<file path="config.mk">
export PLATFORM = sky130hd
export DESIGN_NAME = countdown_mux_display_shifter
export DESIGN_NICKNAME = d
export VERILOG_FILES = /design/src/hw/rtl/cmds_pkg.sv /design/src/hw/rtl/countdown_mux_display_shifter.sv /design/src/hw/rtl/cmds_front.sv /design/src/hw/rtl/cmds_queue.sv /design/src/hw/rtl/cmds_back.sv
export SDC_FILE = /design/constraint.sdc
export NUM_CORES = 1
export LEC_CHECK = 0
export BUFFER_PORTS_ARGS = -buffer_cell sky130_fd_sc_hd__buf_4
export CORE_ASPECT_RATIO = 1.4
export CORE_MARGIN = 2
export CORE_UTILIZATION = 30
export DETAILED_ROUTE_END_ITERATION = 12
export PLACE_DENSITY = 0.5
export SETUP_SLACK_MARGIN = 0.05
export SLEW_MARGIN = 20
export SYNTH_ARGS = -nofsm -noshare
export SYNTH_HDL_FRONTEND = slang
export SYNTH_SLANG_ARGS = --single-unit
</file>
<file path="constraint.sdc">
create_clock -name clk -period 4.36 [get_ports clk]
set_input_delay 0.654 -clock clk [delete_from_list [all_inputs] [get_ports clk]]
set_output_delay 0.654 -clock clk [all_outputs]
set_load 0.02 [all_outputs]
</file>
<file path="src/hw/rtl/cmds_pkg.sv">
`timescale 1ns / 1ps
// ----------------------------------------------------------------------------
// Countdown display shifter package
// Shared types, constants and the segment decoder for the display shifter.
// ----------------------------------------------------------------------------
package cmds_pkg;

    localparam int SECS_W = 13;
    localparam int TPS_W  = 16;
    localparam int CFG_W  = 16;
    localparam int POS_W  = 3;
    localparam int WORD_W = 16;
    localparam int CNT_W  = 4;

    localparam logic CFG_START_SECONDS    = 1'b0;
    localparam logic CFG_TICKS_PER_SECOND = 1'b1;

    localparam logic [SECS_W-1:0] MAX_START   = 13'd5999;
    localparam logic [SECS_W-1:0] RESET_START = 13'd300;
    localparam logic [TPS_W-1:0]  RESET_TPS   = 16'd1000;
    localparam logic [7:0]        BLANK_SEG   = 8'hFF;
    localparam logic [CNT_W-1:0]  LAST_BIT    = 4'd15;

    typedef enum logic [2:0] {
        CONV_IDLE,
        CONV_MINS,
        CONV_SECS,
        CONV_TENS,
        CONV_UNITS
    } conv_state_t;

    typedef struct packed {
        logic [WORD_W-1:0] word;
        logic [POS_W-1:0]  pos;
        logic [SECS_W-1:0] secs;
    } cmds_item_t;

    function automatic logic [7:0] seg_decode(input logic [3:0] digit);
        logic [7:0] seg;
        case (digit)
            4'd0:    seg = 8'hC0;
            4'd1:    seg = 8'hF9;
            4'd2:    seg = 8'hA4;
            4'd3:    seg = 8'hB0;
            4'd4:    seg = 8'h99;
            4'd5:    seg = 8'h92;
            4'd6:    seg = 8'h82;
            4'd7:    seg = 8'hF8;
            4'd8:    seg = 8'h80;
            4'd9:    seg = 8'h90;
            default: seg = 8'hC0;
        endcase
        return seg;
    endfunction

endpackage

</file>
<file path="src/hw/rtl/countdown_mux_display_shifter.sv">
`timescale 1ns / 1ps
// ----------------------------------------------------------------------------
// Countdown display shifter
// Multiplexed seven-segment countdown timer: one scan word per tick.
// ----------------------------------------------------------------------------
// Channel   Direction  Handshake              Payload
// in        input      in_valid / in_ready    tick
// out       output     out_valid / out_ready  serial_bit, latch_now,
//                                             scan_position, seconds_left
// cfg       input      cfg_we                 cfg_index, cfg_data
//
// Each tick with tick set yields sixteen output beats; the shifter emits one
// beat per cycle while out_ready is high, and ticks are taken at its pace.
// Ticks with tick clear are taken and produce nothing.
// A start_seconds write holds in_ready low while the digits
// are converted. Reset loads 05:00 and a rate of 1000 ticks per second.
// Output stalls back up through a two-entry queue to in_ready.
// ----------------------------------------------------------------------------
module countdown_mux_display_shifter #(
    parameter int NUM_POSITIONS = 8
) (
    input  logic                        clk,
    input  logic                        rst_n,
    input  logic                        cfg_we,
    input  logic                        cfg_index,
    input  logic [cmds_pkg::CFG_W-1:0]  cfg_data,
    input  logic                        in_valid,
    output logic                        in_ready,
    input  logic                        tick,
    output logic                        out_valid,
    input  logic                        out_ready,
    output logic                        serial_bit,
    output logic                        latch_now,
    output logic [cmds_pkg::POS_W-1:0]  scan_position,
    output logic [cmds_pkg::SECS_W-1:0] seconds_left
);

    logic                 push;
    logic                 pop;
    logic                 q_ready;
    logic                 q_valid;
    cmds_pkg::cmds_item_t push_item;
    cmds_pkg::cmds_item_t head_item;

    cmds_front #(
        .NUM_POSITIONS (NUM_POSITIONS)
    ) u_front (
        .clk       (clk),
        .rst_n     (rst_n),
        .cfg_we    (cfg_we),
        .cfg_index (cfg_index),
        .cfg_data  (cfg_data),
        .in_valid  (in_valid),
        .in_ready  (in_ready),
        .tick      (tick),
        .push      (push),
        .q_ready   (q_ready),
        .push_item (push_item)
    );

    cmds_queue u_queue (
        .clk       (clk),
        .rst_n     (rst_n),
        .push      (push),
        .push_item (push_item),
        .q_ready   (q_ready),
        .pop       (pop),
        .q_valid   (q_valid),
        .head_item (head_item)
    );

    cmds_back u_back (
        .clk           (clk),
        .rst_n         (rst_n),
        .q_valid       (q_valid),
        .head_item     (head_item),
        .pop           (pop),
        .out_valid     (out_valid),
        .out_ready     (out_ready),
        .serial_bit    (serial_bit),
        .latch_now     (latch_now),
        .scan_position (scan_position),
        .seconds_left  (seconds_left)
    );

endmodule

</file>
<file path="src/hw/rtl/cmds_front.sv">
`timescale 1ns / 1ps
// ----------------------------------------------------------------------------
// Countdown display shifter front end
// Accepts ticks, builds the 16-bit scan word, keeps the countdown and digits.
// ----------------------------------------------------------------------------
module cmds_front #(
    parameter int NUM_POSITIONS = 8
) (
    input  logic                          clk,
    input  logic                          rst_n,
    input  logic                          cfg_we,
    input  logic                          cfg_index,
    input  logic [cmds_pkg::CFG_W-1:0]    cfg_data,
    input  logic                          in_valid,
    output logic                          in_ready,
    input  logic                          tick,
    output logic                          push,
    input  logic                          q_ready,
    output cmds_pkg::cmds_item_t          push_item
);

    localparam logic [cmds_pkg::POS_W-1:0] LAST_POS = cmds_pkg::POS_W'(NUM_POSITIONS - 1);

    cmds_pkg::conv_state_t state_reg, state_next;

    logic [cmds_pkg::POS_W-1:0]  scan_index_reg, scan_index_next;
    logic [cmds_pkg::TPS_W-1:0]  tick_count_reg, tick_count_next;
    logic [cmds_pkg::TPS_W-1:0]  tps_reg, tps_next;
    logic [cmds_pkg::SECS_W-1:0] remaining_reg, remaining_next;
    logic [3:0]                  digits_reg [4];
    logic [3:0]                  digits_next [4];
    logic [6:0]                  mins_reg, mins_next;
    logic [5:0]                  secs_reg, secs_next;
    logic [3:0]                  mtens_reg, mtens_next;
    logic [3:0]                  stens_reg, stens_next;

    logic                        accept;
    logic [cmds_pkg::SECS_W-1:0] load_val;
    logic [26:0]                 mins_prod;
    logic [cmds_pkg::SECS_W-1:0] secs_full;
    logic [14:0]                 mt_prod;
    logic [13:0]                 st_prod;
    logic [cmds_pkg::TPS_W-1:0]  count_inc;
    logic [cmds_pkg::TPS_W-1:0]  limit;
    logic [7:0]                  sel_byte;
    logic [7:0]                  seg_byte;

    assign in_ready = (state_reg == cmds_pkg::CONV_IDLE) && q_ready;
    assign accept   = in_valid && in_ready;
    assign push     = accept && tick;

    assign load_val  = (cfg_data[cmds_pkg::SECS_W-1:0] > cmds_pkg::MAX_START)
                       ? cmds_pkg::MAX_START : cfg_data[cmds_pkg::SECS_W-1:0];
    assign mins_prod = {14'b0, remaining_reg} * 27'd17477;
    assign secs_full = remaining_reg - {mins_reg, 6'b0} + {4'b0, mins_reg, 2'b0};
    assign mt_prod   = {8'b0, mins_reg} * 15'd205;
    assign st_prod   = {8'b0, secs_reg} * 14'd205;
    assign count_inc = tick_count_reg + 16'd1;
    assign limit     = (tps_reg == '0) ? 16'd1 : tps_reg;

    assign sel_byte = ~(8'h01 << scan_index_reg);
    assign seg_byte = scan_index_reg[2] ? cmds_pkg::BLANK_SEG
                      : cmds_pkg::seg_decode(digits_reg[scan_index_reg[1:0]]);

    assign push_item.word = {sel_byte, seg_byte};
    assign push_item.pos  = scan_index_reg;
    assign push_item.secs = remaining_reg;

    always_comb
    begin
        state_next      = state_reg;
        scan_index_next = scan_index_reg;
        tick_count_next = tick_count_reg;
        tps_next        = tps_reg;
        remaining_next  = remaining_reg;
        digits_next     = digits_reg;
        mins_next       = mins_reg;
        secs_next       = secs_reg;
        mtens_next      = mtens_reg;
        stens_next      = stens_reg;

        case (state_reg)
            cmds_pkg::CONV_IDLE:
            begin
                state_next = cmds_pkg::CONV_IDLE;
            end
            cmds_pkg::CONV_MINS:
            begin
                mins_next  = mins_prod[26:20];
                state_next = cmds_pkg::CONV_SECS;
            end
            cmds_pkg::CONV_SECS:
            begin
                secs_next  = secs_full[5:0];
                state_next = cmds_pkg::CONV_TENS;
            end
            cmds_pkg::CONV_TENS:
            begin
                mtens_next = mt_prod[14:11];
                stens_next = {1'b0, st_prod[13:11]};
                state_next = cmds_pkg::CONV_UNITS;
            end
            cmds_pkg::CONV_UNITS:
            begin
                digits_next[0] = mtens_reg;
                digits_next[1] = 4'(mins_reg - {mtens_reg, 3'b0} - {2'b0, mtens_reg, 1'b0});
                digits_next[2] = stens_reg;
                digits_next[3] = 4'({1'b0, secs_reg} - {1'b0, stens_reg[2:0], 3'b0}
                                 - {2'b0, stens_reg, 1'b0});
                state_next     = cmds_pkg::CONV_IDLE;
            end
            default:
            begin
                state_next = cmds_pkg::CONV_IDLE;
            end
        endcase

        if (accept && tick)
        begin
            scan_index_next = (scan_index_reg >= LAST_POS) ? '0 : scan_index_reg + 3'd1;
            tick_count_next = count_inc;
            if ((count_inc >= limit) || (count_inc == '0))
            begin
                tick_count_next = '0;
                if (remaining_reg != '0)
                begin
                    remaining_next = remaining_reg - 13'd1;
                    if (digits_reg[3] != 4'd0)
                    begin
                        digits_next[3] = digits_reg[3] - 4'd1;
                    end
                    else
                    begin
                        digits_next[3] = 4'd9;
                        if (digits_reg[2] != 4'd0)
                        begin
                            digits_next[2] = digits_reg[2] - 4'd1;
                        end
                        else
                        begin
                            digits_next[2] = 4'd5;
                            if (digits_reg[1] != 4'd0)
                            begin
                                digits_next[1] = digits_reg[1] - 4'd1;
                            end
                            else
                            begin
                                digits_next[1] = 4'd9;
                                digits_next[0] = digits_reg[0] - 4'd1;
                            end
                        end
                    end
                end
            end
        end

        if (cfg_we)
        begin
            if (cfg_index == cmds_pkg::CFG_START_SECONDS)
            begin
                remaining_next = load_val;
                state_next     = cmds_pkg::CONV_MINS;
            end
            else
            begin
                tps_next = cfg_data[cmds_pkg::TPS_W-1:0];
            end
        end
    end

    always_ff @(posedge clk or negedge rst_n)
    begin
        if (!rst_n)
        begin
            state_reg      <= cmds_pkg::CONV_IDLE;
            scan_index_reg <= '0;
            tick_count_reg <= '0;
            tps_reg        <= cmds_pkg::RESET_TPS;
            remaining_reg  <= cmds_pkg::RESET_START;
            digits_reg[0]  <= 4'd0;
            digits_reg[1]  <= 4'd5;
            digits_reg[2]  <= 4'd0;
            digits_reg[3]  <= 4'd0;
        end
        else
        begin
            state_reg      <= state_next;
            scan_index_reg <= scan_index_next;
            tick_count_reg <= tick_count_next;
            tps_reg        <= tps_next;
            remaining_reg  <= remaining_next;
            digits_reg     <= digits_next;
        end
    end

    always_ff @(posedge clk)
    begin
        mins_reg  <= mins_next;
        secs_reg  <= secs_next;
        mtens_reg <= mtens_next;
        stens_reg <= stens_next;
    end

    a_busy_blocks_input: assert property (@(posedge clk) disable iff (!rst_n)
        (state_reg != cmds_pkg::CONV_IDLE) |-> !in_ready)
        else $error("Input taken while the digit conversion is running.");

endmodule

</file>
<file path="src/hw/rtl/cmds_queue.sv">
`timescale 1ns / 1ps
// ----------------------------------------------------------------------------
// Countdown display shifter queue
// Two-entry queue of scan words between the front end and the shifter.
// ----------------------------------------------------------------------------
module cmds_queue (
    input  logic                 clk,
    input  logic                 rst_n,
    input  logic                 push,
    input  cmds_pkg::cmds_item_t push_item,
    output logic                 q_ready,
    input  logic                 pop,
    output logic                 q_valid,
    output cmds_pkg::cmds_item_t head_item
);

    cmds_pkg::cmds_item_t mem_reg [2];
    logic       wr_ptr_reg, wr_ptr_next;
    logic       rd_ptr_reg, rd_ptr_next;
    logic [1:0] count_reg, count_next;

    assign q_ready   = (count_reg != 2'd2);
    assign q_valid   = (count_reg != 2'd0);
    assign head_item = mem_reg[rd_ptr_reg];

    always_comb
    begin
        wr_ptr_next = push ? ~wr_ptr_reg : wr_ptr_reg;
        rd_ptr_next = pop ? ~rd_ptr_reg : rd_ptr_reg;
        count_next  = count_reg + {1'b0, push} - {1'b0, pop};
    end

    always_ff @(posedge clk or negedge rst_n)
    begin
        if (!rst_n)
        begin
            wr_ptr_reg <= 1'b0;
            rd_ptr_reg <= 1'b0;
            count_reg  <= 2'd0;
        end
        else
        begin
            wr_ptr_reg <= wr_ptr_next;
            rd_ptr_reg <= rd_ptr_next;
            count_reg  <= count_next;
        end
    end

    always_ff @(posedge clk)
    begin
        if (push)
        begin
            mem_reg[wr_ptr_reg] <= push_item;
        end
    end

    a_no_overflow: assert property (@(posedge clk) disable iff (!rst_n)
        !(push && !pop && (count_reg == 2'd2)))
        else $error("Queue written while full.");

endmodule

</file>
<file path="src/hw/rtl/cmds_back.sv">
`timescale 1ns / 1ps
// ----------------------------------------------------------------------------
// Countdown display shifter back end
// Shifts each queued scan word out as sixteen beats, MSB first.
// ----------------------------------------------------------------------------
module cmds_back (
    input  logic                        clk,
    input  logic                        rst_n,
    input  logic                        q_valid,
    input  cmds_pkg::cmds_item_t        head_item,
    output logic                        pop,
    output logic                        out_valid,
    input  logic                        out_ready,
    output logic                        serial_bit,
    output logic                        latch_now,
    output logic [cmds_pkg::POS_W-1:0]  scan_position,
    output logic [cmds_pkg::SECS_W-1:0] seconds_left
);

    logic                        busy_reg, busy_next;
    logic [cmds_pkg::CNT_W-1:0]  cnt_reg, cnt_next;
    logic [cmds_pkg::WORD_W-1:0] word_reg, word_next;
    logic [cmds_pkg::POS_W-1:0]  pos_reg, pos_next;
    logic [cmds_pkg::SECS_W-1:0] secs_reg, secs_next;
    logic                        beat;
    logic                        last_beat;

    assign out_valid     = busy_reg;
    assign serial_bit    = word_reg[cmds_pkg::WORD_W-1];
    assign latch_now     = (cnt_reg == cmds_pkg::LAST_BIT);
    assign scan_position = pos_reg;
    assign seconds_left  = secs_reg;

    assign beat      = busy_reg && out_ready;
    assign last_beat = beat && latch_now;
    assign pop       = q_valid && (!busy_reg || last_beat);

    always_comb
    begin
        busy_next = busy_reg;
        cnt_next  = cnt_reg;
        word_next = word_reg;
        pos_next  = pos_reg;
        secs_next = secs_reg;
        if (pop)
        begin
            busy_next = 1'b1;
            cnt_next  = '0;
            word_next = head_item.word;
            pos_next  = head_item.pos;
            secs_next = head_item.secs;
        end
        else if (last_beat)
        begin
            busy_next = 1'b0;
            cnt_next  = '0;
        end
        else if (beat)
        begin
            cnt_next  = cnt_reg + 4'd1;
            word_next = {word_reg[cmds_pkg::WORD_W-2:0], 1'b0};
        end
    end

    always_ff @(posedge clk or negedge rst_n)
    begin
        if (!rst_n)
        begin
            busy_reg <= 1'b0;
            cnt_reg  <= '0;
        end
        else
        begin
            busy_reg <= busy_next;
            cnt_reg  <= cnt_next;
        end
    end

    always_ff @(posedge clk)
    begin
        word_reg <= word_next;
        pos_reg  <= pos_next;
        secs_reg <= secs_next;
    end

    a_run_continues: assert property (@(posedge clk) disable iff (!rst_n)
        (beat && !latch_now) |=> (out_valid && (cnt_reg == $past(cnt_reg) + 4'd1)))
        else $error("Run broke off before its sixteenth beat.");

    a_run_restarts: assert property (@(posedge clk) disable iff (!rst_n)
        last_beat |=> (cnt_reg == '0))
        else $error("Beat counter did not restart after the latch beat.");

endmodule

</file>
==> results of run 1 <==
-- layout by cell type (no fill, tap or decap), drive strengths merged, types with 6 or more instances in the layout --
| master | synthesis | final |
|---|---|---|
| xor2 | 16 | 16 |
| nand2b | 8 | 8 |
| fa | 32 | 32 |
| a31oi | 10 | 10 |
| mux2i | 22 | 22 |
| dfrtp | 64 | 64 |
| dfstp | 12 | 12 |
| clkbuf | 22 | 18 |
| xnor2 | 35 | 35 |
| a21oi | 44 | 44 |
| o31ai | 6 | 6 |
| nor4 | 7 | 7 |
| o21ai | 58 | 58 |
| nand2 | 84 | 84 |
| a21o | 8 | 8 |
| buf | 9 | 74 |
| or3 | 8 | 8 |
| nand3 | 19 | 19 |
| nor2 | 64 | 64 |
| edfxtp | 114 | 114 |
| mux2 | 31 | 31 |
| or4 | 12 | 12 |
| and3 | 6 | 6 |
| nand4 | 17 | 17 |
| or2 | 7 | 7 |
| ha | 165 | 165 |
| inv | 112 | 119 |
| nor3 | 13 | 13 |
-- final timing paths --
| path | cells past startpoint | end | start |
|---|---|---|---|
| min in group clk | 2 | u_front.tps_reg[13]$_DFFE_PN0P_ | cfg_data[13] |
| min reg2reg | 1 | u_queue.rd_ptr_reg$_DFFE_PN0P_ | u_queue.rd_ptr_reg$_DFFE_PN0P_ |
| min | 1 | u_front.tps_reg[13]$_DFFE_PN0P_ | rst_n |
| max | 13 | u_front.mins_reg[6]$_DFFE_PP_ | u_front.remaining_reg[10]$_DFF_PN0_ |
| max in group asynchronous | 2 | u_front.digits_reg[10]$_DFF_PN1_ | rst_n |
| max reg2reg | 13 | u_front.mins_reg[6]$_DFFE_PP_ | u_front.remaining_reg[10]$_DFF_PN0_ |
-- cell families (layout without fill, tap and decap cells) --
group,count (synthesis),in the layout
AO/OA/AOI/OAI,175,175
flip-flops,190,190
multiplexers,57,57
AND/OR/NAND/NOR,264,264
XOR/XNOR,51,51
buffers and inverters,143,218
adder cells (fa/ha/maj),197,197
-- worst reg2reg max path, stage by stage (launching register included) --
cell and delay [ns]:
dfrtp_1 0.41, ha_1 0.32, fa_1 0.53, fa_1 0.44, fa_1 0.43, ha_1 0.30, a21o_1 0.16, a21o_1 0.17
a21oi_1 0.18, nor2_1 0.10, o31ai_2 0.28, o2111ai_1 0.20, a31oi_1 0.23, xnor2_1 0.09
-- area by class of cell --
class | instances | share of cell area [%]
well taps | 534 | 4.82
flip-flops and latches | 190 | 38.5
clock inverters | 14 | 1.07
clock buffers | 18 | 3.09
repair buffers | 74 | 4.10
inverters | 112 | 3.03
multi-input cells | 744 | 45.4
-- power by group --
group          switching, mW  internal, mW  leakage [nW]
clock network          0.773         0.764         0.277
registers              0.419          2.52          1.94
logic                   2.59          2.20          3.80
total                   3.78          5.48          6.02
-- metrics by stage --
step                      cells  hold WS (ns)  total power, mW  worst slack, ns
after floorplan            1077         0.358             6.50            0.134
after global placement     1654         0.456             7.72            0.208
after detailed placement   1654         0.462             7.84            0.196
after CTS                  1686         0.199             9.44            0.183
after global routing       1686         0.224             10.3           0.0371
final                      1686         0.194             9.26            0.278
-- synth_stat cells (22+ instances only) --
cell type  instances  area [um2]
ha_1             165        2060
edfxtp_1         114        3420
inv_1            112         420
nand2_1           84         315
dfrtp_1           64        1600
nor2_1            63         236
o21ai_0           55         275
a21oi_1           43         215
xnor2_1           35         307
fa_1              32         641
mux2_2            31         349
clkbuf_1          22        82.6
mux2i_1           22         220
-- layer usage --
| metal | vias up | global-route usage (%) | part of all wire [%] |
|---|---|---|---|
| li1 | 3977 | - | - |
| met2 | 69 | 25.3 | 55 |
| met3 | 26 | 2.04 | 1.8 |
| met4 | 0 | 4.50 | 1.8 |
| met5 | - | 0 | 0 |
| met1 | 3911 | 15.1 | 42 |
-- what timing repair did --
item                                    in CTS  in global routing
endpoints found under the setup margin       0                  4
hold buffers                                 0                  0
resized for setup                            0                  2
==> out/results.ini, run 1 <==
[route]
antenna_left=0
drt_first_iter_violations=378
vias_per_cell=4.73
drcViolationCount=0
num_vias=7983
wirelength_um=26500
avgRoutedWirePerCell_um=15.7
dr.pass1.iters=7

[worst_setup_path]
r2r_slack_ns=0.28
slowest_delay_ns=0.53
worst-path-buf-inv=0
worst_setup_path_end_kind=flop
path_max_fanout=3
critPathTopFamily=adder cells
critPathLaunchType=flop
crit_path_cell_trace=ha_1 -> fa_1 -> fa_1 -> fa_1 -> ha_1 -> a21o_1 -> a21o_1 -> a21oi_1 -> nor2_1 -> o31ai_2 -> o2111ai_1 -> a31oi_1 -> xnor2_1
cp_common_cell=fa_1
crit_arrival_ns=4.29
critPathKind=reg -> reg
slowest_stage=fa_1
required_ns=4.56

[outcome]
status=complete, no violations

[cts]
clk_root_buffer_cell=clkbuf_16
cts_tree=built
cts_buffers=17
clock_latency_ns=0.46
cts_setup_buffers=0
clk_pin_slew_ns=0.08
cts.path.max_buffers=2
htreeDepth=4
cts_sinks=190

[grt]
grt_pass1_wl_um=44600
first_global_vias=8444
grt_start_max_net_pins=45
grt_antenna_before_repair=0
grt_overflow=0
grt_usage_pct=13.4

[floorplanning]
die_h_um=242
die_x_um=174
ios=43
rows=87
core_mm2=0.0402
dieArea_mm2=0.0423
initial_utilization_pct=30.3

[yosys]
synth-edff-count=114
synthXorXnorAreaFrac_pct=3.67
syn-instance-count=1077
ys_ff_latch=190
synth_ff_type=edfxtp_1
synth_fp_nets=1297
synth_top_family_by_area=adder cells
yosys.area_share.simple_pct=11.1
avgSynthCellArea_um2=11.3
synth_mux_area_share_pct=5.41
async_reset_ff_share_pct=40.0
ys_types=78
synth-compound-area-share_pct=9.07
ys_warn_count=0
synthAdderAreaFrac_pct=22.2
yosysSeqAreaShare_pct=43.8
synth_area_mm2=0.0122

[cells_and_area]
final_nets=1359
diodes=0
area_growth_pct=13.8
nFillCells=3958
largest_reg_flops=62
drive_gt1_share_pct=15.6
seqCellArea_mm2=0.00534
post-route-util_pct=34.5
final_cell_area_mm2=0.0139
multi_input_area_mm2=0.00629

[run]
max_cap_violations=0

[sta]
fin_tns_setup_ns=0
slew_violations=0
final-setup-viol-count=0
rsz0062_at_grt=true
fmax_mhz=245
slew_headroom_pct=45.7
clock_skew_ns=0.0126
hold_viol_final=0
finalCriticalPeriod_ns=4.08
worst_pin_slew_ns=0.813
period_share_pct=93.6

[placement]
place_congestion=0.800
portBuffers=42
placedInstanceArea_mm2=0.0133
place_hpwl_um=20400

[pwr]
p_leak_nw=6.02
cellPowerDensity_mw_per_mm2=668
ir_worst_vdd_uv=298

[worst_hold_path]
hold_class=in -> async

No activity file was read; power rests on OpenSTA's default activity.
==> run 2, diff against run 1 <==
--- a/config.mk
+++ b/config.mk
@@ -9,8 +9,9 @@
 export CORE_ASPECT_RATIO = 1.4
 export CORE_MARGIN = 2
 export CORE_UTILIZATION = 30
+export CTS_BUF_LIST = sky130_fd_sc_hd__clkbuf_2
 export DETAILED_ROUTE_END_ITERATION = 12
-export PLACE_DENSITY = 0.5
+export PLACE_DENSITY_LB_ADDON = 0.2
 export SETUP_SLACK_MARGIN = 0.05
 export SLEW_MARGIN = 20
 export SYNTH_ARGS = -nofsm -noshare
==> out/results.ini, run 2 (synthesized netlist as in run 1, its figures left out) <==
[outcome]
status=complete, no violations

[worst_setup_path]
cp_num_cells=13
slowest_delay_ns=0.54
path_max_fanout=3
worst_setup_path_end_kind=flop
required_ns=5.00
crit_path_cell_trace=ha_1 -> fa_1 -> fa_1 -> fa_1 -> ha_1 -> a21o_1 -> a21o_1 -> a21oi_1 -> nor2_1 -> o31ai_2 -> o2111ai_2 -> a31oi_1 -> xnor2_1
critPathKind=reg -> reg
cp_common_cell=fa_1
slowest_stage=fa_1
worst-path-buf-inv=0
critPathTopFamily=adder cells
ff2ff_path_depth=13
crit_arrival_ns=4.75
critPathLaunchType=flop

[floorplanning]
dieArea_mm2=0.0423
initial_utilization_pct=30.3
ios=43
die_x_um=174
die_h_um=242
rows=87
core_mm2=0.0402

[route]
antenna_left=0
drcViolationCount=0
num_vias=8101
drt_first_iter_violations=466
vias_per_cell=4.75
dr.pass1.iters=5
wirelength_um=27200
avgRoutedWirePerCell_um=15.9

[cts]
clk_root_buffer_cell=clkbuf_2
clk_pin_slew_ns=0.31
cts_tree=built
htreeDepth=4
cts.path.max_buffers=2
cts_buffers=17
clock_latency_ns=0.86
cts_sinks=190

[pwr]
combPwrFrac_pct=55.7
swShare_pct=43.2
p_clk_share_pct=10.5
ir_worst_vdd_uv=225
cellPowerDensity_mw_per_mm2=630
finalPower_mw=8.65
seqPwrFrac_pct=33.8
netSwitchingPower_mw=3.74
p_leak_nw=5.96
power.internal_mw=4.92

[grt]
grt_antenna_before_repair=1
grt_overflow=0
first_global_vias=8404
grt_start_max_net_pins=45
grt_usage_pct=13.6
grt_pass1_wl_um=45000

[sta]
slew_headroom_pct=44.0
final-setup-viol-count=0
fin_tns_setup_ns=0
slew_violations=0
worst_pin_slew_ns=0.839
clock_skew_ns=0.0625
hold_viol_final=0
fmax_mhz=243
period_share_pct=94.2
finalCriticalPeriod_ns=4.11
rsz0062_at_grt=true

[cells_and_area]
largest_reg_flops=62
nFillCells=3982
area_growth_pct=12.7
final_common_cell=ha_1
drive_gt1_share_pct=15.8
layout_common_cells=ha_1, edfxtp_1, inv_1, nand2_1, buf_4
final_nets=1379

[placement]
place_hpwl_um=20500
portBuffers=42
place_congestion=0.779

[worst_hold_path]
hold_class=in -> reg
holdPathStages=3

[run]
max_cap_violations=0

## run 2: changes by cell type in the layout (fill, tap and decap cells not counted), moves of 2 or more
| cell | change |
|---|---|
| clkinv_8 | +2 |
| clkbuf_2 | +17 |
| buf_4 | +4 |
| clkbuf_16 | -17 |
| dlygate4sd3_1 | +17 |
## run 2: layer usage
metal  part of all wire, %  GRT usage [%]
met1                    42           15.7
met2                    53           25.1
met3                   1.9           1.85
met4                   2.8           5.36
met5                     0              0
## run 2: per-stage QoR
step | utilization [%] | area, um2 | setup WS (ns) | hold slack [ns] | std cells
floorplan | - | 12200 | 0.134 | 0.358 | 1077
global placement | 33.0 | 13300 | 0.144 | 0.465 | 1654
detailed placement | 33.0 | 13300 | 0.0805 | 0.474 | 1654
CTS | 34.1 | 13700 | 0.107 | 0.00138 | 1702
global route | 34.2 | 13700 | 0.0457 | 0.0267 | 1707
finish | 34.2 | 13700 | 0.252 | 0.120 | 1707
## run 2: timing repair
action	in CTS	in global routing
hold endpoints to repair	58	2
hold buffers	16	1
setup endpoints to repair	1	4
resized for setup	1	3
setup buffers	0	3
pin swaps	0	1
## run 2: worst min-delay path: stages
cell	delay, ns
buf_4	0.11
inv_1	0.10
o21ai_0	0.10
## run 2: layout make-up
class | instances | area [um2] | share of cell area, %
diodes | 1 | 2.50 | 0.0182
clock buffers | 17 | 85.1 | 0.619
repair buffers | 94 | 748 | 5.45
clock inverters | 15 | 169 | 1.23
well taps | 534 | 668 | 4.86
multi-input cells | 744 | 6300 | 45.9
flip-flops and latches | 190 | 5340 | 38.9
inverters | 112 | 420 | 3.06
## run 2: worst paths after layout
check                                                      endpoint  slack, ns                                start
worst max-delay path                  u_front.mins_reg[6]$_DFFE_PP_       0.25  u_front.remaining_reg[10]$_DFF_PN0_
worst min-delay path            u_front.remaining_reg[12]$_DFF_PN0_       0.12                         cfg_data[12]
worst max register to register        u_front.mins_reg[6]$_DFFE_PP_       0.25  u_front.remaining_reg[10]$_DFF_PN0_
worst min register to register     u_front.digits_reg[15]$_DFF_PN0_       0.51       u_front.mtens_reg[3]$_DFFE_PP_
max in group asynchronous          u_front.digits_reg[10]$_DFF_PN1_       3.09                                rst_n
min in group asynchronous           u_front.tps_reg[13]$_DFFE_PN0P_       0.27                                rst_n
## run 2: power by group through the flow
| stage | Sequential [mW] | Clock [mW] | Combinational, mW |
|---|---|---|---|
| after floorplan | 2.83 | 0 | 3.67 |
| after global placement | 2.96 | 0 | 4.81 |
| after detailed placement | 2.96 | 0 | 4.87 |
| after CTS | 2.93 | 0.973 | 4.92 |
| after global routing | 2.99 | 1.04 | 5.72 |
| final | 2.92 | 0.911 | 4.82 |
